<file path="src/design/rec_pkg.sv">
// Shared types, constants and codes for the read extent coalescer.
`timescale 1ns / 1ps
package rec_pkg;

    localparam int MAX_SLABS = 64;
    localparam int IDX_W     = ($clog2(MAX_SLABS) > 6) ? $clog2(MAX_SLABS) : 6;
    localparam int CNT_W     = $clog2(MAX_SLABS + 1);
    localparam int CFG_W     = 49;
    localparam int END_W     = 49;
    localparam int THR_W     = 50;
    localparam int GAPK_W    = 59;
    localparam logic [19:0] BW_DEFAULT = 20'd3000;
    localparam logic [GAPK_W-1:0] NS_PER_BYTE_SCALE = GAPK_W'(1000);

    typedef enum logic [2:0] {
        REG_MAX_GAP    = 3'd0,
        REG_MAX_EXTENT = 3'd1,
        REG_SUBMIT     = 3'd2,
        REG_BANDWIDTH  = 3'd3,
        REG_ACROSS_SEC = 3'd4,
        REG_ACROSS_FIL = 3'd5,
        REG_ONE_PER    = 3'd6
    } cfg_reg_t;

    typedef struct packed {
        logic [15:0]      file;
        logic [47:0]      offset;
        logic [31:0]      length;
        logic [7:0]       section;
        logic [IDX_W-1:0] idx;
    } slab_t;

    typedef struct packed {
        logic  valid;
        slab_t data;
    } entry_t;

    typedef struct packed {
        logic [47:0]      max_gap;
        logic [48:0]      max_extent;
        logic [THR_W-1:0] cost_thr;
        logic             across_sec;
        logic             across_file;
        logic             one_per;
    } cfg_t;

    typedef struct packed {
        logic             go;
        logic [CNT_W-1:0] count;
    } plan_ctl_t;

    typedef struct packed {
        logic pop;
        logic finish;
    } plan_stat_t;

    typedef enum logic [1:0] {
        T_LOAD,
        T_SETTLE,
        T_PLAN
    } top_state_t;

    typedef enum logic [2:0] {
        M_IDLE,
        M_POP,
        M_CALC,
        M_CHECK,
        M_DECIDE,
        M_FLUSH
    } merge_state_t;

endpackage

</file>
<file path="src/design/rec_cell.sv">
// One cell of the insertion sort chain: holds the smallest item seen, passes the rest right.
`timescale 1ns / 1ps
module rec_cell
    import rec_pkg::*;
(
    input  logic   clk,
    input  logic   rst_n,
    input  logic   shift_en,
    input  entry_t in_left,
    input  entry_t from_right,
    output entry_t held_out,
    output entry_t pass_out
);

    logic  held_valid_reg, held_valid_next;
    slab_t held_data_reg, held_data_next;
    logic  pass_valid_reg, pass_valid_next;
    slab_t pass_data_reg, pass_data_next;
    logic  in_smaller;

    // key is offset then arrival index, so equal offsets keep arrival order
    assign in_smaller = {in_left.data.offset, in_left.data.idx}
                      < {held_data_reg.offset, held_data_reg.idx};

    always_comb
    begin
        held_valid_next = held_valid_reg;
        held_data_next  = held_data_reg;
        pass_valid_next = 1'b0;
        pass_data_next  = pass_data_reg;
        if (shift_en)
        begin
            held_valid_next = from_right.valid;
            held_data_next  = from_right.data;
        end
        else if (in_left.valid)
        begin
            if (!held_valid_reg)
            begin
                held_valid_next = 1'b1;
                held_data_next  = in_left.data;
            end
            else if (in_smaller)
            begin
                held_data_next  = in_left.data;
                pass_valid_next = 1'b1;
                pass_data_next  = held_data_reg;
            end
            else
            begin
                pass_valid_next = 1'b1;
                pass_data_next  = in_left.data;
            end
        end
    end

    always_ff @(posedge clk or negedge rst_n)
    begin
        if (!rst_n)
        begin
            held_valid_reg <= 1'b0;
            pass_valid_reg <= 1'b0;
        end
        else
        begin
            held_valid_reg <= held_valid_next;
            pass_valid_reg <= pass_valid_next;
        end
    end

    always_ff @(posedge clk)
    begin
        held_data_reg <= held_data_next;
        pass_data_reg <= pass_data_next;
    end

    assign held_out = '{valid: held_valid_reg, data: held_data_reg};
    assign pass_out = '{valid: pass_valid_reg, data: pass_data_reg};

endmodule

</file>
<file path="config.mk">
export PLATFORM = sky130hd
export DESIGN_NAME = rec_cell
export DESIGN_NICKNAME = d
export VERILOG_FILES = /design/src/design/rec_pkg.sv /design/src/design/rec_cell.sv
export SDC_FILE = /design/constraint.sdc
export NUM_CORES = 1
export LEC_CHECK = 0
export BUFFER_PORTS_ARGS = -buffer_cell sky130_fd_sc_hd__buf_2
export CAP_MARGIN = 20
export CORE_MARGIN = 2
export CORE_UTILIZATION = 35
export CTS_CLUSTER_DIAMETER = 200
export CTS_CLUSTER_SIZE = 16
export DETAILED_ROUTE_END_ITERATION = 8
export PLACE_DENSITY = 0.7
export SYNTH_ARGS = -nofsm -noshare
export SYNTH_HDL_FRONTEND = slang
export SYNTH_SLANG_ARGS = --single-unit
</file>
<file path="constraint.sdc">
create_clock -name clk -period 6.22 [get_ports clk]
set_clock_uncertainty 0.15 [all_clocks]
set_input_delay 1.244 -clock clk [delete_from_list [all_inputs] [get_ports clk]]
set_output_delay 1.244 -clock clk [all_outputs]
set_load 0.005 [all_outputs]
</file>
---- Word-level counts from Yosys, hierarchy flattened ----
Index checks and enable logic that the tools add are counted.
storage, ports and cells
  output and inout bits ................... 222
  register bits ........................... 222
operators by class
  order comparisons ....................... 1
  multiplexer cells ....................... 10
  reduce and logical (&&, ||, !) cells .... 3
  bitwise logic cells ..................... 1
  eq/ne operators ......................... 1
operators by type and width
  operator            number
  $mux 110            5
  $lt 54x54->1        1
  $mux 1              5
  $ne 3x2->1 const B  1
  $reduce_and 3->1    1
  $reduce_and 2->1    1
  $reduce_bool 2->1   1
  $not 1->1           1

---- Depth between registers and ports, before layout ----
  word-level depth ........................ 5
  mapped depth ............................ 10
  gate-level depth less buffers ........... 8

---- Least setup slack after synthesis ----
Ideal clock, no wire load.
  kind .................................... input -> register
  start point ............................. in shift_en
  end point ............................... reg pass_data_reg (netlist bit pass_out[0]) (enable)
  setup slack ............................. -959 ps
  arrival ................................. 6449 ps
  path buffers ............................ 3
  required time ........................... 5490 ps
  stages on the path ...................... 4
  cell sequence ........................... clkbuf_1 > clkbuf_1 > clkbuf_1 > nor2_1
between the ends
  cells in the longest elaborated chain, start to end .. 2
RTL lines
  what                        RTL line        source
  start, declared             rec_cell.sv:8   input logic shift_en,
  $not 1->1 (no line)         -
  $reduce_and 3->1 (no line)  -
  end signal, assigned        rec_cell.sv:74  pass_data_reg <= pass_data_next;
  end, declared               rec_cell.sv:18  slab_t pass_data_reg, pass_data_next;
Every way passes these cells.
A chain may end at the register's enable or synchronous reset.

---- Final worst setup path ----
  start point ............................. in in_left[61] (netlist name)
  end point ............................... reg held_data_reg (netlist bit held_out[34]) (enable)
between the ends
  cells in the longest elaborated chain, start to end .. 3
RTL lines
  what                        RTL line        source
  start, declared             rec_cell.sv:9   input entry_t in_left,
  $lt 54x54->1                rec_cell.sv:23  < {held_data_reg.offset, held_data_reg.idx};
  $ne 3x2->1 (no line)        -
  $reduce_and 2->1 (no line)  -
  end signal, assigned        rec_cell.sv:73  held_data_reg <= held_data_next;
  end, declared               rec_cell.sv:16  slab_t held_data_reg, held_data_next;
Every way passes these cells.

==> impl_metrics.ini <==
[synthesis]
synth_edf_count = 220
synth_cells = 672
yosysWarnings = 0
yosysTopAreaCell = edfxtp_1
ys_async_sr_fraction = 0.00901
synth.distinct_cells = 38
synth_area_leaders = edfxtp_1 (62%), mux2_2 (13%), mux2_1 (10%)
ys.flop_type = edfxtp_1
syn_area_sq_um = 10700
ys_seq_elements = 222
avgSynthCellArea_sq_um = 16.0
synth_top_area_frac = 0.615
ys_seq_area_frac = 0.620
syn-num-nets = 950

[timing]
hold_violations = 0
period_needed_ns = 4.41
clock.fmax_ghz = 0.227
slew_headroom = 0.295
rsz0062_at_grt = false
setup_violations = 0
min_period_over_period = 0.709
tns_ns = 0
tightest_slew_ns = 1.06
slew_viol_final = 0

[drt]
wl_per_cell_microns = 19.2
viasPerCell = 4.81
drc = 0
drt_iter0_drc = 290
wirelength_microns = 29100
firstDrtPassIters = 4
vias = 7293
postRouteAntennaNets = 0

[floorplan]
die_h_microns = 179
num_rows = 64
coreArea_sq_um = 30400
start_util = 0.353
die_area_sq_um = 32100
die_w_microns = 179
pin_count = 447

[critical_path]
reg2reg_to = held_out[34]
crit_type = primary input to flip-flop
r2r_slack_ns = 2.26
path_cells = buf_2, ha_1, nand4_1, nor4_1, o21ai_0, o2111ai_1, or3b_2, a221o_4, buf_12
worstReg2RegStart = held_out[59]
crit_path_end = held_out[34]
critPathLaunchType = primary input
cp_slowest_stage_delay_ns = 0.68
path_max_fanout = 69
cp.arrival_ns = 4.46
reg2regPathDepth = 9
end_kind = flip-flop
startpoint = in_left[61]
cp_data_required_time_ns = 6.27
crit_slowest_cell = a221o_4

[grt]
grt_pass1_wl_microns = 41700
grt_max_degree = 111
grt_usage = 0.169
first_global_vias = 7466
antenna_found_initial = 1
gr-total-overflow = 0

[clock_network]
clkSlewWorstSetupHoldPaths_ns = 0.07
clock-sinks = 222
cts_buffers = 17
postCtsResizedCells = 0
postCtsHoldBufs = 0
clock_latency_ns = 0.49
cts_tree = built
post_cts_buffers = 0
htree_num_levels = 1
clockBufferDepth = 3
cts_root_buf = clkbuf_16

[power]
p_per_area_nw_per_um2 = 258
vdd_drop_max_mv = 0.203
p_total_uw = 3570
p_leak_uw = 0.00591

[finish]
areaGrowthSynthToFinish_pct = 28.8
register_area_sq_um = 6660
multi_input_area_sq_um = 3710
final.fill_count = 2759
antennaDiodeCount = 0
final_layout_size_suffix_gt1_frac = 0.531
nNetsFinal = 1394
layoutNonFillerInstCount = 1516

[worst_hold_path]
holdCritPathClass = primary input to async pin

[place]
dp.cells = 1493
portBuffers = 446
dp.final_hpwl_microns = 21400
gp_congestion = 0.785

[job]
cap_violations = 0

[status]
status = finished clean
==> worst min path at each step <==
stage | end | slack, ns | cells after the start
CTS | held_valid_reg | 0.35 | 1
global route | pass_valid_reg | 0.36 | 1
detailed placement | pass_out[99] | 0.40 | 1
global placement | pass_out[100] | 0.39 | 1
floorplan | held_valid_reg | 0.39 | 2
finish | pass_valid_reg | 0.37 | 1
==> per-stage QoR <==
step	area [sq um]	util	setup WS, ns	hold slack (ns)
final	13800	0.454	1.81	0.373
after global routing	13800	0.454	1.67	0.356
after CTS	13800	0.454	1.88	0.349
after detailed placement	13400	0.439	1.38	0.398
after global placement	13400	0.439	1.42	0.390
after floorplan	10700	-	0.469	0.394
==> power by group <==
group | internal (uW) | total (uW) | switching (uW)
clock network | 511 | 1010 | 501
registers | 1820 | 1890 | 62.2
logic | 333 | 675 | 342
total | 2670 | 3570 | 905
==> cells in the final DEF (no fill, tap or decap), drive strengths merged, types with 2 or more instances in the layout <==
| master | synthesis | final |
|---|---|---|
| a221o | 2 | 2 |
| clkbuf | 12 | 23 |
| inv | 54 | 54 |
| and4 | 4 | 4 |
| a21oi | 21 | 21 |
| nand2b | 3 | 3 |
| nor2 | 8 | 8 |
| ha | 53 | 53 |
| a31oi | 2 | 2 |
| nand4 | 8 | 8 |
| nor4 | 2 | 2 |
| nand2 | 16 | 16 |
| buf | 15 | 452 |
| mux2 | 220 | 220 |
| nand3 | 2 | 2 |
| o21ai | 12 | 12 |
| dfrtp | 2 | 2 |
| edfxtp | 220 | 220 |
==> per-layer routing <==
layer	part of all wire	vias to the layer above	track usage
met2	0.50	283	0.298
li1	-	3454	-
met3	0.080	38	0.0386
met4	0.018	0	0.0393
met5	0	-	0
met1	0.41	3518	0.208
==> cell usage after synthesis (2+ instances only) <==
cell,n
nand3_1,2
mux2_2,120
a31oi_1,2
inv_1,54
nand2_1,16
a21oi_1,21
a221o_1,2
buf_4,3
ha_1,53
and4_1,4
clkbuf_1,12
edfxtp_1,220
nand4_1,8
mux2_1,100
nor4_1,2
nand2b_1,3
nor2_1,8
dfrtp_1,2
buf_6,10
o21ai_0,12
==> critical path: cells and delay by family <==
| kind | cells | cell delay (ns) |
|---|---|---|
| AOI/OAI and AO/OA | 3 | 1.38 |
| and+or+nand+nor | 3 | 0.98 |
| buffers and inverters | 2 | 0.47 |
| adders and majority gates | 1 | 0.29 |
==> final cells by class <==
class / count / area share
flip-flops and latches: 222 / 0.481
repair buffers: 452 / 0.167
clock buffers: 23 / 0.0331
well taps: 396 / 0.0358
multi-input cells: 369 / 0.268
inverters: 54 / 0.0147
==> kinds of logic (layout without fill, tap and decap cells) <==
group,after synthesis,after routing,synth area share
AOI/OAI and AO/OA,46,46,0.0261
and+or+nand+nor,50,50,0.0247
buffers and inverters,81,529,0.0365
adders and majority gates,53,53,0.0618
DFF,222,222,0.620
muxes,220,220,0.231
No activity file was read; power rests on OpenSTA's default activity.
