### src/design/rec_pkg.sv
// Shared types, constants and codes for the read extent coalescer.
`timescale 1ns / 1ps
package rec_pkg;

    localparam int MAX_SLABS = 64;
    localparam int IDX_W     = ($clog2(MAX_SLABS) > 6) ? $clog2(MAX_SLABS) : 6;
    localparam int CNT_W     = $clog2(MAX_SLABS + 1);
    localparam int CFG_W     = 49;
    localparam int END_W     = 49;
    localparam int THR_W     = 50;
    localparam int GAPK_W    = 59;
    localparam logic [19:0] BW_DEFAULT = 20'd3000;
    localparam logic [GAPK_W-1:0] NS_PER_BYTE_SCALE = GAPK_W'(1000);

    typedef enum logic [2:0] {
        REG_MAX_GAP    = 3'd0,
        REG_MAX_EXTENT = 3'd1,
        REG_SUBMIT     = 3'd2,
        REG_BANDWIDTH  = 3'd3,
        REG_ACROSS_SEC = 3'd4,
        REG_ACROSS_FIL = 3'd5,
        REG_ONE_PER    = 3'd6
    } cfg_reg_t;

    typedef struct packed {
        logic [15:0]      file;
        logic [47:0]      offset;
        logic [31:0]      length;
        logic [7:0]       section;
        logic [IDX_W-1:0] idx;
    } slab_t;

    typedef struct packed {
        logic  valid;
        slab_t data;
    } entry_t;

    typedef struct packed {
        logic [47:0]      max_gap;
        logic [48:0]      max_extent;
        logic [THR_W-1:0] cost_thr;
        logic             across_sec;
        logic             across_file;
        logic             one_per;
    } cfg_t;

    typedef struct packed {
        logic             go;
        logic [CNT_W-1:0] count;
    } plan_ctl_t;

    typedef struct packed {
        logic pop;
        logic finish;
    } plan_stat_t;

    typedef enum logic [1:0] {
        T_LOAD,
        T_SETTLE,
        T_PLAN
    } top_state_t;

    typedef enum logic [2:0] {
        M_IDLE,
        M_POP,
        M_CALC,
        M_CHECK,
        M_DECIDE,
        M_FLUSH
    } merge_state_t;

endpackage

### src/design/rec_merge.sv
// Merge sequencer: walks the sorted items, grows extents and drives the results.
`timescale 1ns / 1ps
module rec_merge
    import rec_pkg::*;
(
    input  logic        clk,
    input  logic        rst_n,
    input  plan_ctl_t   ctl,
    input  cfg_t        cfg,
    input  slab_t       head,
    output plan_stat_t  stat,
    output logic        result_valid,
    output logic [5:0]  slab_index,
    output logic [5:0]  extent_index,
    output logic        extent_done,
    output logic [15:0] extent_file,
    output logic [47:0] extent_offset,
    output logic [48:0] extent_size,
    output logic [54:0] planned_bytes,
    output logic [54:0] gap_total,
    output logic [37:0] requested_bytes,
    output logic        last_result
);

    merge_state_t state_reg, state_next;
    logic [CNT_W-1:0] remain_reg, remain_next;
    logic first_reg, first_next;
    slab_t cand_reg, cand_next;
    logic [END_W-1:0] gap_reg, gap_next;
    logic [END_W-1:0] nend_reg, nend_next;
    logic [48:0] nsize_reg, nsize_next;
    logic ok_reg, ok_next;

    logic [15:0] ext_file_reg, ext_file_next;
    logic [7:0] ext_sec_reg, ext_sec_next;
    logic [47:0] ext_start_reg, ext_start_next;
    logic [END_W-1:0] ext_end_reg, ext_end_next;
    logic [48:0] ext_size_reg, ext_size_next;
    logic [5:0] ext_no_reg, ext_no_next;
    logic can_merge_reg, can_merge_next;
    logic [IDX_W-1:0] prev_idx_reg, prev_idx_next;
    logic [54:0] planned_reg, planned_next;
    logic [54:0] gaps_reg, gaps_next;
    logic [37:0] req_reg, req_next;

    logic rv_reg, rv_next;
    logic [5:0] si_reg, si_next, ei_reg, ei_next;
    logic ed_reg, ed_next, lr_reg, lr_next;
    logic [15:0] ef_reg, ef_next;
    logic [47:0] eo_reg, eo_next;
    logic [48:0] es_reg, es_next;
    logic [54:0] pb_reg, pb_next, gt_reg, gt_next;
    logic [37:0] rb_reg, rb_next;

    logic [END_W-1:0] cand_off_w, cand_end_w;
    logic [GAPK_W-1:0] gap_scaled;

    assign cand_off_w = END_W'(cand_reg.offset);
    assign cand_end_w = END_W'(cand_reg.offset) + END_W'(cand_reg.length);
    assign gap_scaled = GAPK_W'(gap_reg) * NS_PER_BYTE_SCALE;

    always_comb
    begin
        state_next     = state_reg;
        remain_next    = remain_reg;
        first_next     = first_reg;
        cand_next      = cand_reg;
        gap_next       = gap_reg;
        nend_next      = nend_reg;
        nsize_next     = nsize_reg;
        ok_next        = ok_reg;
        ext_file_next  = ext_file_reg;
        ext_sec_next   = ext_sec_reg;
        ext_start_next = ext_start_reg;
        ext_end_next   = ext_end_reg;
        ext_size_next  = ext_size_reg;
        ext_no_next    = ext_no_reg;
        can_merge_next = can_merge_reg;
        prev_idx_next  = prev_idx_reg;
        planned_next   = planned_reg;
        gaps_next      = gaps_reg;
        req_next       = req_reg;
        rv_next = 1'b0;
        si_next = si_reg;
        ei_next = ei_reg;
        ed_next = ed_reg;
        lr_next = 1'b0;
        ef_next = ef_reg;
        eo_next = eo_reg;
        es_next = es_reg;
        pb_next = pb_reg;
        gt_next = gt_reg;
        rb_next = rb_reg;
        stat.pop    = 1'b0;
        stat.finish = 1'b0;
        case (state_reg)
            M_IDLE:
            begin
                if (ctl.go)
                begin
                    remain_next  = ctl.count;
                    first_next   = 1'b1;
                    ext_no_next  = '0;
                    planned_next = '0;
                    gaps_next    = '0;
                    req_next     = '0;
                    state_next   = M_POP;
                end
            end
            M_POP:
            begin
                stat.pop    = 1'b1;
                cand_next   = head;
                remain_next = remain_reg - CNT_W'(1);
                state_next  = M_CALC;
            end
            M_CALC:
            begin
                gap_next   = (cand_off_w > ext_end_reg) ? cand_off_w - ext_end_reg : '0;
                nend_next  = (cand_end_w < ext_end_reg) ? ext_end_reg : cand_end_w;
                state_next = M_CHECK;
            end
            M_CHECK:
            begin
                nsize_next = 49'(nend_reg - END_W'(ext_start_reg));
                ok_next = can_merge_reg
                        && (cfg.across_sec || cand_reg.section == ext_sec_reg)
                        && (cfg.across_file || cand_reg.file == ext_file_reg)
                        && (gap_reg <= END_W'(cfg.max_gap))
                        && (gap_reg == '0 || gap_scaled < GAPK_W'(cfg.cost_thr))
                        && (49'(nend_reg - END_W'(ext_start_reg)) <= cfg.max_extent);
                state_next = M_DECIDE;
            end
            M_DECIDE:
            begin
                req_next      = req_reg + 38'(cand_reg.length);
                prev_idx_next = cand_reg.idx;
                first_next    = 1'b0;
                if (!first_reg)
                begin
                    rv_next = 1'b1;
                    si_next = prev_idx_reg[5:0];
                    ei_next = ext_no_reg;
                    ed_next = !ok_reg;
                    ef_next = ok_reg ? 16'd0 : ext_file_reg;
                    eo_next = ok_reg ? 48'd0 : ext_start_reg;
                    es_next = ok_reg ? 49'd0 : ext_size_reg;
                    pb_next = '0;
                    gt_next = '0;
                    rb_next = '0;
                end
                if (!first_reg && ok_reg)
                begin
                    ext_end_next  = nend_reg;
                    ext_size_next = nsize_reg;
                    gaps_next     = gaps_reg + 55'(gap_reg);
                end
                else
                begin
                    if (!first_reg)
                    begin
                        planned_next = planned_reg + 55'(ext_size_reg);
                        ext_no_next  = ext_no_reg + 6'd1;
                    end
                    ext_file_next  = cand_reg.file;
                    ext_sec_next   = cand_reg.section;
                    ext_start_next = cand_reg.offset;
                    ext_end_next   = cand_end_w;
                    ext_size_next  = 49'(cand_reg.length);
                    can_merge_next = !cfg.one_per && (49'(cand_reg.length) <= cfg.max_extent);
                end
                state_next = (remain_reg == '0) ? M_FLUSH : M_POP;
            end
            M_FLUSH:
            begin
                rv_next = 1'b1;
                si_next = prev_idx_reg[5:0];
                ei_next = ext_no_reg;
                ed_next = 1'b1;
                ef_next = ext_file_reg;
                eo_next = ext_start_reg;
                es_next = ext_size_reg;
                pb_next = planned_reg + 55'(ext_size_reg);
                gt_next = gaps_reg;
                rb_next = req_reg;
                lr_next = 1'b1;
                stat.finish = 1'b1;
                state_next  = M_IDLE;
            end
            default:
            begin
                state_next = M_IDLE;
            end
        endcase
    end

    always_ff @(posedge clk or negedge rst_n)
    begin
        if (!rst_n)
        begin
            state_reg <= M_IDLE;
            rv_reg    <= 1'b0;
            lr_reg    <= 1'b0;
        end
        else
        begin
            state_reg <= state_next;
            rv_reg    <= rv_next;
            lr_reg    <= lr_next;
        end
    end

    always_ff @(posedge clk)
    begin
        remain_reg    <= remain_next;
        first_reg     <= first_next;
        cand_reg      <= cand_next;
        gap_reg       <= gap_next;
        nend_reg      <= nend_next;
        nsize_reg     <= nsize_next;
        ok_reg        <= ok_next;
        ext_file_reg  <= ext_file_next;
        ext_sec_reg   <= ext_sec_next;
        ext_start_reg <= ext_start_next;
        ext_end_reg   <= ext_end_next;
        ext_size_reg  <= ext_size_next;
        ext_no_reg    <= ext_no_next;
        can_merge_reg <= can_merge_next;
        prev_idx_reg  <= prev_idx_next;
        planned_reg   <= planned_next;
        gaps_reg      <= gaps_next;
        req_reg       <= req_next;
        si_reg <= si_next;
        ei_reg <= ei_next;
        ed_reg <= ed_next;
        ef_reg <= ef_next;
        eo_reg <= eo_next;
        es_reg <= es_next;
        pb_reg <= pb_next;
        gt_reg <= gt_next;
        rb_reg <= rb_next;
    end

    assign result_valid    = rv_reg;
    assign slab_index      = si_reg;
    assign extent_index    = ei_reg;
    assign extent_done     = ed_reg;
    assign extent_file     = ef_reg;
    assign extent_offset   = eo_reg;
    assign extent_size     = es_reg;
    assign planned_bytes   = pb_reg;
    assign gap_total       = gt_reg;
    assign requested_bytes = rb_reg;
    assign last_result     = lr_reg;

endmodule

### config.mk
export PLATFORM = sky130hd
export DESIGN_NAME = rec_merge
export DESIGN_NICKNAME = d
export VERILOG_FILES = /design/src/design/rec_pkg.sv /design/src/design/rec_merge.sv
export SDC_FILE = /design/constraint.sdc
export NUM_CORES = 2
export LEC_CHECK = 0
export ABC_AREA = 1
export BUFFER_PORTS_ARGS = -buffer_cell sky130_fd_sc_hd__buf_2
export CORE_MARGIN = 4
export CORE_UTILIZATION = 30
export DETAILED_ROUTE_END_ITERATION = 10
export PLACE_DENSITY = 0.47
export SKIP_CTS_REPAIR_TIMING = 1
export SYNTH_ARGS = -nofsm -noshare
export SYNTH_HDL_FRONTEND = slang
export SYNTH_SLANG_ARGS = --single-unit
### constraint.sdc
create_clock -name clk -period 20.7 [get_ports clk]
set_input_delay 1.035 -clock clk [delete_from_list [all_inputs] [get_ports clk]]
set_output_delay 1.035 -clock clk [all_outputs]
set_load 0.01 [all_outputs]
## Yosys cells after proc, flatten, opt, wreduce, memory -nomap -nowiden

Index checks and enable logic that the tools add are counted.

- $mul: 1
- Muxes and demuxes: 46
- Reductions and logical operators: 25
- Eq/ne operators: 11
- Magnitude comparators: 6
- Add/sub/neg operators: 8
- Shift-type cells: 0
- Bitwise logic cells: 1
- Divide/modulo/power cells: 0

Operators by type and width:

| kind | count |
|---|---|
| $pmux 55 s2 | 4 |
| $mux 55 | 5 |
| $mux 49 | 4 |
| $pmux 38 s2 | 2 |
| $add 55x49->55 | 2 |
| $pmux 49 s2 | 1 |
| $mux 48 | 2 |
| $pmux 48 s2 | 1 |
| $mux 38 | 2 |
| $lt 59x50->1 | 1 |
| $mul 49x7->56 const B | 1 |
| $add 48x32->49 | 1 |
| $gt 48x49->1 | 1 |
| $le 32x49->1 | 1 |
| $le 49x48->1 | 1 |
| $le 49x49->1 | 1 |
| $logic_not 49->1 | 1 |
| $lt 49x49->1 | 1 |
| $sub 48x49->49 | 1 |
| $sub 49x48->49 | 1 |
| $add 38x32->38 | 1 |
| $pmux 6 s2 | 3 |
| $mux 16 | 2 |
| $mux 32 | 1 |
| 26 further kinds | 57 |

- Bits in writable memories: 0
- Bits of input ports: 270
- Memories kept: 0
- Bits in registers: 876
- ROM bits: 0
- Output and inout port bits: 278
- Latch bits: 0
- Logic and storage cells: 133

## Logic depth before layout (Yosys ltp)

- Word-level depth: 7
- Mapped depth: 32
- Mapped depth without buffers: 32

## Worst setup path before layout

No wires, ideal clock.

- Kind: register to register
- Start: reg state_reg[1]
- End: reg remain_reg[0], enable pin
- Cell stages (with the launch flop): 5
- Arrival: 9.484 ns
- Library setup time: 0.323 ns
- Data required time: 20.377 ns
- Clock period less this slack: 9.807 ns
- Setup slack: 10.893 ns
- Path buffers: 1
- Cell sequence: dfrtp_1 nor3_1 inv_1 clkbuf_1 nand2_1

- Longest elaborated chain between the ends: 3
- Elaborated cells between the ends (all ways): 5
- Those cells by class: eq/ne: 2; reduce/logical: 3

RTL lines:

| element | line | RTL |
|---|---|---|
| start: declaration | rec_merge.sv:25 | `merge_state_t state_reg, state_next;` |
| start signal: assignment | rec_merge.sv:207 | `state_reg <= state_next;` |
| $eq 3x1->1 or $logic_not 3->1 (tied branches) | rec_merge.sv:96 | `case (state_reg)` |
| $reduce_bool 2->1 (no source line) or $ne 2x2->1 (tied branches) | - |  |
| $reduce_and 2->1 (no source line) * | - |  |
| end signal: assignment | rec_merge.sv:215 | `remain_reg <= remain_next;` |
| end: declaration | rec_merge.sv:26 | `logic [CNT_W-1:0] remain_reg, remain_next;` |

Mark *: on every way between the ends. The rest lies on a longest branch, timed or not.
A chain may end at the register's enable or synchronous reset.

## Worst setup path after layout

- Start: reg gap_reg[10]
- End: reg ok_reg (data pin)

- Longest elaborated chain between the ends: 5
- Elaborated cells between the ends (all ways): 8
- Those cells by class: mul: 1; order compare: 2; reduce/logical: 5

RTL lines:

| element | line | RTL |
|---|---|---|
| start: declaration | rec_merge.sv:29 | `logic [END_W-1:0] gap_reg, gap_next;` |
| start signal: assignment | rec_merge.sv:218 | `gap_reg <= gap_next;` |
| $mul 49x7->56 | rec_merge.sv:60 | `assign gap_scaled = GAPK_W'(gap_reg) * NS_PER_BYTE_SCALE;` |
| $lt 59x50->1 | rec_merge.sv:130 | `&& (gap_reg == '0 \|\| gap_scaled < GAPK_W'(cfg.cost_thr))` |
| $logic_or 1x1->1 | rec_merge.sv:130 |  |
| $logic_and 1x1->1 * | rec_merge.sv:130 |  |
| $logic_and 1x1->1 * | rec_merge.sv:131 | `&& (49'(nend_reg - END_W'(ext_start_reg)) <= cfg.max_extent);` |
| end signal: assignment | rec_merge.sv:221 | `ok_reg <= ok_next;` |
| end: declaration | rec_merge.sv:32 | `logic ok_reg, ok_next;` |

Marks and branches as above.

==> summary.txt <==
Critical path
  • WP data arrival: approximately 7000 ps
  • Worst-path maximum fanout: 5
  • Startpoint Class: flop
  • Critical path type: flop to flop
  • CP Capture Type: flop
  • Worst r2r src: gap_reg[10]$_SDFFCE_PP0P_
  • CP startpoint: gap_reg[10]$_SDFFCE_PP0P_
  • Critical path required time: approximately 21000 ps

Floorplanning
  • Core Box Area: 213000 um2
  • Cell row count: approximately 170
  • Chip Width: 472 um
  • Die area: around 220000 um2
  • Initial Utilization: a little under a third
  • I/O pin total: between 500 and 600
  • Height of the die: 472 um

Drt
  • Vias/cell: roughly 5
  • Post-DRT Antenna Nets: 0
  • Drt first-iter violations: 4524
  • DRC Markers: 0
  • First drt pass iteration count: 7
  • Final WL: around 260000 um
  • DR WL/cell: approximately 23 um
  • DR vias: between 50000 and 60000

Synthesis
  • Synth top area share: between 40% and 50%
  • Avg Inst Size Synth: 8.65 um2
  • EDFF count, synth: 871
  • Cells after Synth: around 7500
  • Syn_nets: roughly 8500
  • Area contributors post-synth: edfxtp_1 41%, ha_1 12%, nand2_1 8.4%, inv_1 7.5%, fa_1 6.0%
  • Syn. warnings: 0
  • Leading area contributor after synthesis: edfxtp_1
  • Prevailing post-synth register cell: edfxtp_1
  • Synth async-reset ratio: less than 1%
  • Synth cell count leaders: 1449 x nand2_1, 1296 x inv_1, 912 x nor2_1
  • Most frequent cell after synthesis: nand2_1
  • Register area share after synthesis: roughly 41%
  • Post-synthesis cell area: about 64000 um2
  • #FFs+latches synth: 876
  • Library cells used by synthesis: 73

Flow run
  • Max-Cap Viols: 0

GRT
  • Grt total ovfl: 0
  • GR Util All Layers: about 22%
  • Pin count of the biggest net entering global routing: about 150
  • First-pass GRT wire length: around 370000 um
  • Initial antenna violation count: 38
  • Vias in the first global route: between 50000 and 60000

Run status
  • Outcome: finished clean

CTS
  • Clock latency on the worst-skew pair: 780 ps
  • CTS tree: built
  • Root buf cell: clkbuf_16
  • Num CTS Buffers: approximately 110
  • Max Root-Sink Buffers: 3
  • Htree depth: 3
  • Clock slew at reported path FFs: about 60 ps
  • Sink Count: just under 900

Timing
  • Final cycle utilization of the critical path: a little under a third
  • Crit path time final: 6530 ps
  • Max Freq: ~0.15 GHz
  • Slew headroom: between 10% and 20%
  • Setup violators final: 0
  • Unrepaired setup endpoints after global routing: no
  • Setup_tns: 0 ps
  • Hold Violations, Final: 0
  • Slew @ Worst Pin: about 1200 ps
  • Max Transition Viols Final: 0
  • Clk_skew: a little under 60 ps

Worst hold path
  • Hold Path Class: primary input to asynchronous set/reset pin

Placement
  • Gpl congestion: 0.956
  • IO Port Bufs: ~550
  • DP HPWL: ~210000 um

Cells and area
  • Largest register FFs: between 60 and 70
  • Layout Nets: just over 9000
  • Layout cells sized above 1: between 10% and 20%
  • Layout area overhead: 15.2%
## through the flow
step / hold WS (ps) / instances / utilization, % / setup slack [ps] / area (um2)
floorplan: 400 / 7455 / - / 10890 / 64500
global placement: 402 / 10768 / 33.2 / 14230 / 70700
detailed placement: 406 / 10768 / 33.2 / 14180 / 70700
CTS: 21.9 / 10964 / 34.9 / 14210 / 74200
global route: 55.9 / 10972 / 34.9 / 13660 / 74300
finish: 111 / 10982 / 34.9 / 14170 / 74300
## metal layers
| metal | track usage [%] | part of all wire (%) | vias up |
|---|---|---|---|
| met2 | 36.0 | 45 | 1543 |
| met1 | 31.8 | 47 | 25689 |
| met4 | 5.75 | 2.8 | 4 |
| li1 | - | - | 26010 |
| met3 | 3.10 | 5.5 | 274 |
| met5 | 0 | 0.0082 | - |
## cell usage in the layout, fill, tap and decap left out, drive strengths merged, types with 55 or more instances in the layout
cell and instances:
inv 1311, fa 192, nand4 83, nand3 197, buf 574, edfxtp 871, nor2 943, o21ai 399
xnor2 82, a21oi 586, a21o 55, xor2 136, ha 626, nand2 1468, nor3 97, clkbuf 132
a31oi 76
## logic make-up (layout without fill, tap and decap cells)
logic type | after synthesis | count (layout) | share of synthesized area (%)
and+or+nand+nor | 2864 | 2864 | 18.4
buffers and inverters | 1391 | 2079 | 8.17
AOI/OAI and AO/OA | 1288 | 1288 | 11.5
DFF | 876 | 876 | 40.8
adders and majority gates | 818 | 818 | 18.1
xor gates and xnor gates | 218 | 218 | 3.08
other | 0 | 18 | 0
## final cells by class
| class | instances | area [um2] |
|---|---|---|
| Antenna cell | 18 | 45.0 |
| Timing Repair Buffer | 574 | 2970 |
| Inverter | 1309 | 4920 |
| Fill cell | 22268 | 139000 |
| Tap cell | 2821 | 3530 |
| Sequential cell | 876 | 26300 |
| Clock inverter | 64 | 773 |
| Clock buffer | 132 | 2750 |
| Multi-Input combinational cell | 5188 | 33000 |
## path summary, 6_finish.rpt
path	endpoint	slack [ps]	cells after the start
max in group asynchronous	state_reg[1]$_DFFE_PN0P_	20390	1
worst max register to register	ok_reg$_DFFE_PP_	14170	27
worst min-delay path	state_reg[2]$_DFFE_PN0P_	110	1
min in group clk	slab_index[4]$_DFFE_PP_	410	0
worst max-delay path	ok_reg$_DFFE_PP_	14170	27
worst min register to register	slab_index[4]$_DFFE_PP_	410	0
## worst max-delay path, cell delays in order, from the launching register on
cell and delay, ps:
edfxtp_1 490, inv_1 300, fa_1 500, fa_1 540
fa_1 450, fa_1 520, inv_1 40, ha_1 390
a21oi_1 300, o21ai_0 270, a21oi_1 190, nand2_1 210
and3_1 220, nor2_1 170, xor2_1 230, inv_1 70
ha_1 270, nand2_1 50, nor2_1 150, nand4_1 140
nor4_1 230, nand2_1 100, nand2_1 90, a21oi_1 70
nor2_1 100, nor2_1 50, nand2_1 70, a21oi_2 50
Power is not shown: default switching activity piles up to over one toggle a cycle in this logic, so the estimate is an artifact.
